<file path="src/rtl/rbf_pkg.sv">
// shared types, constants and helpers of the ring buffer fifo
`default_nettype none
package rbf_pkg;

	localparam int DEPTH_DEF = 16;
	localparam int DATA_W = 64;
	localparam int BYTES_W = 4;
	localparam int STATED_W = 8;
	localparam int CAP_W = 5;
	localparam int CFG_W = 5;
	localparam int CFG_IDX_W = 1;
	localparam logic [BYTES_W-1:0] MAX_ITEM_BYTES = 4'd8;
	localparam logic [BYTES_W-1:0] ITEM_BYTES_RST = 4'd8;
	localparam logic [CAP_W-1:0] CAPACITY_RST = 5'd16;

	typedef enum logic [1:0] {
		MODE_ENQ = 2'd0,
		MODE_DEQ = 2'd1,
		MODE_FLUSH = 2'd2
	} mode_t;

	typedef enum logic [1:0] {
		ST_OK = 2'd0,
		ST_SIZE = 2'd1,
		ST_FULL = 2'd2,
		ST_EMPTY = 2'd3
	} status_t;

	typedef enum logic [CFG_IDX_W-1:0] {
		REG_ITEM_BYTES = 1'b0,
		REG_CAPACITY = 1'b1
	} reg_idx_t;

	typedef struct packed {
		logic [1:0] mode;
		logic [DATA_W-1:0] item_data;
		logic [STATED_W-1:0] stated_bytes;
	} rbf_req_t;

	typedef struct packed {
		status_t status;
		logic [DATA_W-1:0] read_data;
		logic [BYTES_W-1:0] read_bytes;
	} rbf_rsp_t;

	// one operation travelling down the cell chain
	typedef struct packed {
		logic valid;
		logic wr;
		logic rd;
		status_t status;
		logic [BYTES_W-1:0] rbytes;
		logic [DATA_W-1:0] data;
	} rbf_op_t;

	function automatic logic [DATA_W-1:0] byte_mask(input logic [BYTES_W-1:0] n);
		logic [DATA_W-1:0] m;
		m = '0;
		for (int b = 0; b < DATA_W / 8; b++) begin
			if (BYTES_W'(b) < n) begin
				m[b*8 +: 8] = 8'hff;
			end
		end
		return m;
	endfunction

endpackage
`default_nettype wire

</file>
<file path="src/rtl/ring_buffer_fifo.sv">
// Ring buffer fifo of fixed-size items. Each request is an enqueue, a dequeue,
// a flush or the unused mode, which does nothing; status, head, tail and
// occupancy are settled when the request is taken, and the slot write or read
// then travels down a row of DEPTH cells, one cell per cycle while no response
// is stalled, each cell owning one slot. One request is taken every cycle
// unless a response is stalled; its response leaves the register of the last
// cell, and responses leave in request order. A stalled response holds the
// whole row. Configuration writes take effect on the next request.
`default_nettype none
module ring_buffer_fifo
	import rbf_pkg::*;
#(
	parameter int DEPTH = DEPTH_DEF,
	localparam int IW = $clog2(DEPTH)
) (
	input wire logic clk,
	input wire logic arst_n,
	input wire logic cfg_write,
	input wire logic [CFG_IDX_W-1:0] cfg_index,
	input wire logic [CFG_W-1:0] cfg_data,
	input wire logic req_valid,
	output logic req_stall,
	input wire rbf_req_t req,
	output logic rsp_valid,
	input wire logic rsp_stall,
	output rbf_rsp_t rsp
);

	rbf_op_t op_chain [DEPTH+1];
	logic [IW-1:0] addr_chain [DEPTH+1];
	logic adv;
	logic fire;
	rbf_op_t last;

	assign adv = !(rsp_valid && rsp_stall);
	assign req_stall = !adv;
	assign fire = req_valid && adv;

	rbf_ctrl #(
		.DEPTH(DEPTH)
	) u_ctrl (
		.clk(clk),
		.arst_n(arst_n),
		.cfg_write(cfg_write),
		.cfg_index(cfg_index),
		.cfg_data(cfg_data),
		.req_valid(req_valid),
		.fire(fire),
		.req(req),
		.op(op_chain[0]),
		.addr(addr_chain[0])
	);

	for (genvar i = 0; i < DEPTH; i++) begin : g_cell
		rbf_cell #(
			.DEPTH(DEPTH),
			.INDEX(i)
		) u_cell (
			.clk(clk),
			.arst_n(arst_n),
			.adv(adv),
			.op_in(op_chain[i]),
			.addr_in(addr_chain[i]),
			.op_out(op_chain[i+1]),
			.addr_out(addr_chain[i+1])
		);
	end

	assign last = op_chain[DEPTH];
	assign rsp_valid = last.valid;
	assign rsp.status = last.status;
	assign rsp.read_data = last.rd ? last.data : '0;
	assign rsp.read_bytes = last.rbytes;

endmodule
`default_nettype wire

</file>
<file path="src/rtl/rbf_cell.sv">
// one slot cell: holds a slot and applies the passing write or read to it
`default_nettype none
module rbf_cell
	import rbf_pkg::*;
#(
	parameter int DEPTH = DEPTH_DEF,
	parameter int INDEX = 0,
	localparam int IW = $clog2(DEPTH)
) (
	input wire logic clk,
	input wire logic arst_n,
	input wire logic adv,
	input wire rbf_op_t op_in,
	input wire logic [IW-1:0] addr_in,
	output rbf_op_t op_out,
	output logic [IW-1:0] addr_out
);

	logic [DATA_W-1:0] slot_q;
	rbf_op_t op_q;
	logic [IW-1:0] addr_q;
	logic hit;
	rbf_op_t op_nxt;

	assign hit = (addr_in == IW'(INDEX));

	always_comb begin
		op_nxt = op_in;
		if (op_in.rd && hit) begin
			op_nxt.data = slot_q & byte_mask(op_in.rbytes);
		end
	end

	always_ff @(posedge clk or negedge arst_n) begin
		if (!arst_n) begin
			op_q <= '0;
			addr_q <= '0;
		end else if (adv) begin
			op_q <= op_nxt;
			addr_q <= addr_in;
		end
	end

	always_ff @(posedge clk) begin
		if (adv && op_in.valid && op_in.wr && hit) begin
			slot_q <= op_in.data;
		end
	end

	assign op_out = op_q;
	assign addr_out = addr_q;

endmodule
`default_nettype wire

</file>
<file path="src/rtl/rbf_ctrl.sv">
// entry control: config registers, head, tail and occupancy, status decision
`default_nettype none
module rbf_ctrl
	import rbf_pkg::*;
#(
	parameter int DEPTH = DEPTH_DEF,
	localparam int IW = $clog2(DEPTH),
	localparam int CW = (IW + 1 > CAP_W) ? IW + 1 : CAP_W
) (
	input wire logic clk,
	input wire logic arst_n,
	input wire logic cfg_write,
	input wire logic [CFG_IDX_W-1:0] cfg_index,
	input wire logic [CFG_W-1:0] cfg_data,
	input wire logic req_valid,
	input wire logic fire,
	input wire rbf_req_t req,
	output rbf_op_t op,
	output logic [IW-1:0] addr
);

	logic [BYTES_W-1:0] item_bytes_q;
	logic [CAP_W-1:0] capacity_q;
	logic [IW-1:0] head_q;
	logic [IW-1:0] tail_q;
	logic [CAP_W-1:0] occ_q;
	logic [BYTES_W-1:0] size_eff;
	logic [CW-1:0] cap_eff;
	logic do_enq;
	logic do_deq;
	logic do_flush;

	function automatic logic [IW-1:0] advance(input logic [IW-1:0] idx,
			input logic [CW-1:0] cap);
		logic [CW-1:0] n;
		n = CW'(idx) + CW'(1);
		return (n >= cap) ? '0 : n[IW-1:0];
	endfunction

	always_comb begin
		if (item_bytes_q == '0) begin
			size_eff = BYTES_W'(1);
		end else if (item_bytes_q > MAX_ITEM_BYTES) begin
			size_eff = MAX_ITEM_BYTES;
		end else begin
			size_eff = item_bytes_q;
		end
		if (capacity_q == '0) begin
			cap_eff = CW'(1);
		end else if (CW'(capacity_q) > CW'(DEPTH)) begin
			cap_eff = CW'(DEPTH);
		end else begin
			cap_eff = CW'(capacity_q);
		end
	end

	always_comb begin
		op = '0;
		op.valid = req_valid;
		op.status = ST_OK;
		addr = '0;
		do_enq = 1'b0;
		do_deq = 1'b0;
		do_flush = 1'b0;
		unique case (mode_t'(req.mode))
			MODE_ENQ: begin
				if (req.stated_bytes != STATED_W'(size_eff)) begin
					op.status = ST_SIZE;
				end else if (CW'(occ_q) >= cap_eff) begin
					op.status = ST_FULL;
				end else begin
					do_enq = 1'b1;
					op.wr = 1'b1;
					op.data = req.item_data & byte_mask(size_eff);
					addr = tail_q;
				end
			end
			MODE_DEQ: begin
				if (occ_q == '0) begin
					op.status = ST_EMPTY;
				end else begin
					do_deq = 1'b1;
					op.rd = 1'b1;
					op.rbytes = size_eff;
					addr = head_q;
				end
			end
			MODE_FLUSH: begin
				do_flush = 1'b1;
			end
			default: begin
				op.status = ST_OK;
			end
		endcase
	end

	always_ff @(posedge clk or negedge arst_n) begin
		if (!arst_n) begin
			item_bytes_q <= ITEM_BYTES_RST;
			capacity_q <= CAPACITY_RST;
		end else if (cfg_write) begin
			unique case (reg_idx_t'(cfg_index))
				REG_ITEM_BYTES: item_bytes_q <= cfg_data[BYTES_W-1:0];
				REG_CAPACITY: capacity_q <= cfg_data[CAP_W-1:0];
			endcase
		end
	end

	always_ff @(posedge clk or negedge arst_n) begin
		if (!arst_n) begin
			head_q <= '0;
			tail_q <= '0;
			occ_q <= '0;
		end else if (fire) begin
			priority if (do_flush) begin
				head_q <= '0;
				tail_q <= '0;
				occ_q <= '0;
			end else if (do_enq) begin
				tail_q <= advance(tail_q, cap_eff);
				occ_q <= occ_q + CAP_W'(1);
			end else if (do_deq) begin
				head_q <= advance(head_q, cap_eff);
				occ_q <= occ_q - CAP_W'(1);
			end
		end
	end

endmodule
`default_nettype wire

</file>
<file path="config.mk">
export PLATFORM = sky130hd
export DESIGN_NAME = ring_buffer_fifo
export DESIGN_NICKNAME = d
export VERILOG_FILES = /design/src/rtl/rbf_pkg.sv /design/src/rtl/ring_buffer_fifo.sv /design/src/rtl/rbf_cell.sv /design/src/rtl/rbf_ctrl.sv
export SDC_FILE = /design/constraint.sdc
export NUM_CORES = 2
export LEC_CHECK = 0
export ABC_AREA = 1
export ABC_CLOCK_PERIOD_IN_PS = 11200
export BUFFER_PORTS_ARGS = -buffer_cell sky130_fd_sc_hd__buf_4
export CORE_MARGIN = 4
export CORE_UTILIZATION = 30
export DETAILED_ROUTE_END_ITERATION = 6
export HOLD_SLACK_MARGIN = 0.06
export PLACE_DENSITY = 0.5
export SLEW_MARGIN = 20
export SYNTH_ARGS = -nofsm -noshare
export SYNTH_HDL_FRONTEND = slang
export SYNTH_SLANG_ARGS = --single-unit
</file>
<file path="constraint.sdc">
create_clock -name clk -period 11.2 [get_ports clk]
set_input_delay 2.24 -clock clk [delete_from_list [all_inputs] [get_ports clk]]
set_output_delay 2.24 -clock clk [all_outputs]
set_load 0.02 [all_outputs]
</file>
### Yosys cells after proc, flatten, opt, wreduce, memory -nomap -nowiden

Cells that the tools add are included.

* word-level logic and storage cells: 730
* bits of input ports: 85
* register bits: 2273

* reduce and logical (&&, ||, !) cells: 79
* muxes and demuxes: 338
* magnitude comparators: 141
* equal/unequal tests: 19
* bitwise logic cells: 18
* add/subtract/negate cells: 4

Operator list (count)
* $mux W8: 288
* $mux W64: 20
* $and A64 B64 Y64: 17
* $lt A3 B4 Y1 const A: 68
* $lt A1 B4 Y1 const A: 34
* $lt A2 B4 Y1 const A: 34
* $logic_and A1 B1 Y1: 65
* $mux W4: 14
* $eq A4 B4 Y1 const B: 8
* $mux W5: 5
* $eq A4 B3 Y1 const B: 4
* $ge A5 B5 Y1: 3
* $add A4 B1 Y5 const B: 2
* $logic_not A5 Y1: 2
* $eq A4 B2 Y1 const B: 2
* $logic_not A4 Y1: 2
* $ne A8 B4 Y1: 1
* $pmux W4 S2: 1
* $reduce_and A2 Y1: 4
* $mux W1: 6
* $mux W2: 3
* $add A5 B1 Y5 const B: 1
* $gt A5 B5 Y1 const B: 1
* $sub A5 B1 Y5 const B: 1
* 12 further kinds: 13

### Longest topological paths before layout

* word-level depth: 13
* depth in mapped cells: 19

### Modules after synthesis

A second synthesis with hierarchy kept.

* cells, all modules: 10940
* area, all modules: 99575.5 um^2

By module, submodules not included
* rbf_cell at g_cell[10].u_cell ...: area an instance 6054.6 um^2, times used 6, cells an instance 659, seq. area each 3848.7 um^2
* rbf_cell at g_cell[1].u_cell ...: area an instance 6043.3 um^2, times used 3, cells an instance 649, seq. area each 3848.7 um^2
* rbf_cell at g_cell[14].u_cell ...: area an instance 6090.8 um^2, times used 2, cells an instance 673, seq. area each 3848.7 um^2
* rbf_cell at g_cell[13].u_cell: area an instance 6093.3 um^2, times used 1, cells an instance 673, seq. area each 3848.7 um^2
* rbf_cell at g_cell[11].u_cell: area an instance 6089.6 um^2, times used 1, cells an instance 673, seq. area each 3848.7 um^2
* rbf_cell at g_cell[0].u_cell: area an instance 6068.3 um^2, times used 1, cells an instance 660, seq. area each 3848.7 um^2
* rbf_cell at g_cell[15].u_cell: area an instance 5821.8 um^2, times used 1, cells an instance 596, seq. area each 3848.7 um^2
* rbf_cell at g_cell[4].u_cell: area an instance 5770.5 um^2, times used 1, cells an instance 587, seq. area each 3848.7 um^2
* rbf_ctrl: area an instance 2521.2 um^2, times used 1, cells an instance 365, seq. area each 553.0 um^2
* ring_buffer_fifo: area an instance 571.8 um^2, times used 1, cells an instance 139, seq. area each 0.0 um^2

### Least setup slack after synthesis

OpenSTA, ideal clock, no wires.

* path type: input port to flip-flop
* start: in rsp_stall
* end: reg g_cell[15].u_cell.slot_q[0] (enable)
* cell stages on the path: 6
* required time: 10.556 ns
* library setup time: 0.644 ns
* arrival: 9.177 ns
* setup slack: 1.379 ns
* path through: nand2_1 > inv_1 > buf_2 > clkbuf_1 > clkbuf_1 > nor4_1

* word-level cells in the longest chain between the ends: 5

Ends and longest elaborated chain
* start, declared: RTL line ring_buffer_fifo.sv:25 `input wire logic rsp_stall,`
* $logic_and A1 B1 Y1: RTL line ring_buffer_fifo.sv:35 `assign adv = !(rsp_valid && rsp_stall);`
* $logic_not A1 Y1: RTL line ring_buffer_fifo.sv:35
* $logic_and A1 B1 Y1 (3 in series): RTL line rbf_cell.sv:45 `if (adv && op_in.valid && op_in.wr && hit) begin`
* end signal, assigned: RTL line rbf_cell.sv:46 `slot_q <= op_in.data;`
* end, declared: RTL line rbf_cell.sv:19 `logic [DATA_W-1:0] slot_q;`

No other way between the ends.
A chain may end at the register's enable or synchronous reset.

### Worst setup path after layout

* start: in rsp_stall
* end: reg g_cell[11].u_cell.op_q (netlist bit g_cell[11].u_cell.op_out[54])

* word-level cells in the longest chain between the ends: 1

Ends and longest elaborated chain
* $logic_and A1 B1 Y1: RTL line ring_buffer_fifo.sv:35
* end signal, assigned: RTL line rbf_cell.sv:39 `op_q <= op_nxt;`
* end, declared: RTL line rbf_cell.sv:20 `rbf_op_t op_q;`

No other way between the ends.

==> run summary <==
GLOBAL ROUTE
--------------------------------------------------------------------------------------
Initial antenna violation count .........................................            1
Global-route total usage across every layer .............................        13.0%
Pin count of the biggest net entering global routing ....................          245
Met3 usage ..............................................................        1.91%
Remaining global-route overflow .........................................            0
First-pass GRT wire length ..............................................       337 mm
M1 GR Usage .............................................................        17.8%
Number of global-route vias before repair ...............................        58.3k
Global routing's busiest layer ..........................................         met2
Met2 track demand over resource in global routing .......................        22.0%

LAYOUT
--------------------------------------------------------------------------------------
Nets ....................................................................         8377
Post-route standard cell area excluding fillers .........................   103000 µm²
Layout cell share with drive strength beyond 1 ..........................        7.91%
Non-filler cells, final .................................................        12.4k
Most common library cell in the layout ignoring fill and taps ........... sky130_fd_sc_hd__nand2_1
Relative area change from synthesis to final layout .....................        13.5%
# fillers ...............................................................        30.1k
Most frequent cells in the layout ....................................... 1766 x sky130_fd_sc_hd__nand2_1, 1246 x sky130_fd_sc_hd__dfrtp_1, 1024 x sky130_fd_sc_hd__edfxtp_1, 786 x sky130_fd_sc_hd__nor2_1, 667 x sky130_fd_sc_hd__nand3_1

STA
--------------------------------------------------------------------------------------
Unrepaired setup endpoints after global routing .........................           no
Final setup violating endpoints .........................................            0
Relative slew margins ...................................................        13.0%
Setup clock skew after layout ...........................................      43.5 ps
Max Clk Rate ............................................................      184 MHz
Transition time of the tightest slew-check pin ..........................      1300 ps
Min Clock Period, post-route ............................................      5430 ps
Final hold vios .........................................................            0
Post-route worst setup slack ............................................      5770 ps
Period utilization ......................................................        48.5%
Final sum of negative setup slack .......................................         0 ps
Total count of max-transition violations in the final report ............            0

CLOCK TREE
--------------------------------------------------------------------------------------
Quantity of gates resized following cts .................................            0
Clock tree from TritonCTS ...............................................        built
CTS Root Buffer Type .................................................... sky130_fd_sc_hd__clkbuf_16
Setup Fix Bufs, Post-CTS ................................................            0
Level count of the clock H-tree .........................................            4
Worst-path clk slew .....................................................        60 ps
Clock tree buffer depth .................................................            4
Hold-fix buffers, CTS ...................................................            0
Clock net sink count ....................................................         2273
Clock buffers created by TritonCTS ......................................          235
Clock network latency to the later pin of the worst-skew pair ...........       870 ps

SETUP PATH
--------------------------------------------------------------------------------------
Worst Path Arrival ......................................................      6160 ps
Register-to-Register Path Depth .........................................            7
Cell chain of the critical path ......................................... buf_4 > nand2_4 > buf_4 > buf_4 > buf_4 > buf_4 > o211ai_1 > o21a_1
Critical path type ...................................................... input pin to flip-flop
Reg2Reg Setup Slack .....................................................      6830 ps
Most prevalent standard cell on the critical path ....................... sky130_fd_sc_hd__buf_4
Maximum single-stage delay on the critical path .........................       830 ps
Library cell contributing the largest single delay on the critical path . sky130_fd_sc_hd__buf_4
Critical path endpoint category .........................................    flip-flop
CP Data Required Time ...................................................     11930 ps
Startpoint of the worst-slack reg-to-reg timing path .................... g_cell[15].u_cell.op_out[72]$_DFFE_PN0N_
Largest fanout of any net on the critical path ..........................           90
End of the worst register-to-register path .............................. g_cell[11].u_cell.op_out[54]$_DFFE_PN0N_
Startpoint type of the worst setup path .................................    input pin

DIE
--------------------------------------------------------------------------------------
Placeable Area ..........................................................   301000 µm²
Floorplan die height ....................................................       558 µm
Initial Utilization .....................................................        30.2%
Die Area ................................................................   311000 µm²
Number of primary I/O pins ..............................................          157
Width of the die ........................................................       558 µm
Core Rows ...............................................................          201

PWR
--------------------------------------------------------------------------------------
Worst-case vdd ir drop ..................................................       130 µV
Power per Cell Area .....................................................   251 nW/µm²
Leakage .................................................................      40.5 nW

LOGIC SYNTHESIS
--------------------------------------------------------------------------------------
Main combinational cell family by area after synthesis .................. simple AND/OR/NAND/NOR gates
Synthesis-stage register bit count ......................................         2273
Gate count of the mapped netlist ........................................         8319
Part of the Yosys area used for sequential elements .....................        68.3%
Synthesis warning total .................................................            0
Synthesized-area fraction occupied by and/or/nand/nor cells .............        15.4%
Area fraction in compound gates after synthesis .........................        11.8%
Main flop type after synthesis .......................................... sky130_fd_sc_hd__dfrtp_1
Mux cell area share after synthesis .....................................           0%
Synth Area per Inst .....................................................     10.9 µm²
Net count after synthesis ...............................................         8425
Count of unique library cells instantiated by Yosys .....................           49
Parity-gate share of the synthesized area counting xor and xnor cells ...      0.0772%
Count of flip-flops with a built-in enable after synthesis ..............         1024
Synthesized cell area ...................................................    90800 µm²
Synth Area in Adders ....................................................       0.298%
Proportion of synthesized flip-flops having asynchronous set or reset ...        54.9%

PLACEMENT
--------------------------------------------------------------------------------------
Placer congestion estimate ..............................................        0.750
Instance area at placement ..............................................    95700 µm²
Half-perimeter wire length after placement ..............................       133 mm
Port buffer count .......................................................          156
Post-Place Worst Slack ..................................................      4890 ps
Cell count after placement ..............................................        12.0k

DETAILED ROUTING
--------------------------------------------------------------------------------------
Initial DRT Pass Iterations .............................................            6
Total vias in the final route ...........................................        58.8k
Detail Route Antenna Nets ...............................................            0
Total Routed Length .....................................................       206 mm
Routed length per placed instance .......................................      16.6 µm
Detailed Route Iter0 Violations .........................................         4034
Residual DRC count ......................................................            0
Average via count per standard cell .....................................         4.73

STATUS
--------------------------------------------------------------------------------------
Run status ..............................................................    completed

MIN PATH
--------------------------------------------------------------------------------------
Min-delay src ........................................................... g_cell[14].u_cell.op_out[32]$_DFFE_PN0N_
Type of the worst min-delay path ........................................ flip-flop to flip-flop
End point of the worst hold path ........................................ g_cell[15].u_cell.slot_q[32]$_DFFE_PP_
Worst hold stages .......................................................            0

FLOW RUN
--------------------------------------------------------------------------------------
Max-cap violations ......................................................            0

[flip-flops by register name, summed over array words and instances, names as in the netlist]
register	flops
g_cell.u_cell.slot_q	1024
u_ctrl.occ_q	5
u_ctrl.capacity_q	5
g_cell.u_cell.addr_out	60
u_ctrl.tail_q	4
u_ctrl.head_q	4
g_cell.u_cell.op_out	1167
u_ctrl.item_bytes_q	4
[final cells by class]
| type | instances | area (µm²) | share of cell area (%) |
|---|---|---|---|
| flip-flops and latches | 2273 | 62000 | 60.2 |
| multi-input cells | 5119 | 25300 | 24.5 |
| clock buffers | 359 | 6730 | 6.53 |
| well taps | 3958 | 4950 | 4.81 |
| repair buffers | 249 | 2030 | 1.97 |
| inverters | 393 | 1490 | 1.44 |
| clock inverters | 77 | 542 | 0.526 |
| diodes | 1 | 2.50 | 0.00243 |
[worst max-delay path, delay by kind of cell]
| family | cells | cell delay, ps |
|---|---|---|
| AO/OA/AOI/OAI | 2 | 380 |
| AND/OR/NAND/NOR | 1 | 230 |
| buffers and inverters | 5 | 3190 |
[metal layers]
metal | vias to the layer above | wire [µm]
li1 | 29000 | -
met1 | 28700 | 96200
met2 | 827 | 99300
met3 | 278 | 6580
met4 | 0 | 3880
met5 | - | 0
[Yosys cell counts, types with 13 or more instances]
master | count | area share (%)
sky130_fd_sc_hd__buf_1 | 38 | 0.16
sky130_fd_sc_hd__nand3_1 | 667 | 3.7
sky130_fd_sc_hd__nand3b_1 | 27 | 0.22
sky130_fd_sc_hd__o221ai_1 | 13 | 0.13
sky130_fd_sc_hd__o211ai_1 | 225 | 1.9
sky130_fd_sc_hd__o21ai_0 | 360 | 2.0
sky130_fd_sc_hd__inv_1 | 374 | 1.5
sky130_fd_sc_hd__nand2_1 | 1777 | 7.3
sky130_fd_sc_hd__a21oi_1 | 206 | 1.1
sky130_fd_sc_hd__o21a_1 | 241 | 2.0
sky130_fd_sc_hd__nor4_1 | 16 | 0.11
sky130_fd_sc_hd__a31oi_1 | 503 | 3.5
sky130_fd_sc_hd__ha_1 | 20 | 0.28
sky130_fd_sc_hd__o21ai_1 | 55 | 0.30
sky130_fd_sc_hd__nor2_1 | 790 | 3.3
sky130_fd_sc_hd__clkbuf_1 | 419 | 1.7
sky130_fd_sc_hd__nand4_1 | 35 | 0.24
sky130_fd_sc_hd__nor2_2 | 17 | 0.12
sky130_fd_sc_hd__clkinv_1 | 15 | 0.062
sky130_fd_sc_hd__edfxtp_1 | 1024 | 34
sky130_fd_sc_hd__a22oi_1 | 81 | 0.67
sky130_fd_sc_hd__dfrtp_1 | 1247 | 34
sky130_fd_sc_hd__buf_2 | 56 | 0.31
[metrics by stage]
step,hold slack [ps],utilization [%],total power (W)
after floorplan,425,-,0.0165
after global placement,426,31.8,0.0185
after detailed placement,434,31.8,0.0187
after CTS,433,34.3,0.0263
after global routing,451,34.3,0.0276
final,448,34.3,0.0258
[worst max path at each step]
| stage | startpoint | to | slack, ps | cells after the start |
|---|---|---|---|---|
| after floorplan | rsp_stall | g_cell[15].u_cell.slot_q[0]$_DFFE_PP_ | 1380 | 6 |
| after global placement | rsp_stall | g_cell[11].u_cell.op_out[49]$_DFFE_PN0N_ | 4940 | 8 |
| after detailed placement | rsp_stall | g_cell[11].u_cell.op_out[54]$_DFFE_PN0N_ | 4890 | 8 |
| after CTS | rsp_stall | req_stall | 5690 | 4 |
| after global routing | rsp_stall | g_cell[11].u_cell.op_out[54]$_DFFE_PN0N_ | 5480 | 8 |
| final | rsp_stall | g_cell[11].u_cell.op_out[54]$_DFFE_PN0N_ | 5770 | 8 |
[where the power goes]
part | total (W) | internal, W | switching (W) | leakage, nW
combinational | 0.00528 | 0.00206 | 0.00322 | 12.9
clock | 0.00743 | 0.00424 | 0.00319 | 3.57
sequential | 0.0131 | 0.0112 | 0.00190 | 24.0
total | 0.0258 | 0.0175 | 0.00831 | 40.5
[kinds of logic after synthesis]
| logic type | after synthesis |
|---|---|
| flip-flops | 2273 |
| adder cells (fa/ha/maj) | 21 |
| AND/OR/NAND/NOR | 3374 |
| buffers and inverters | 927 |
| XOR/XNOR | 8 |
| AO/OA/AOI/OAI | 1716 |
No activity file was read; power rests on OpenSTA's default activity.
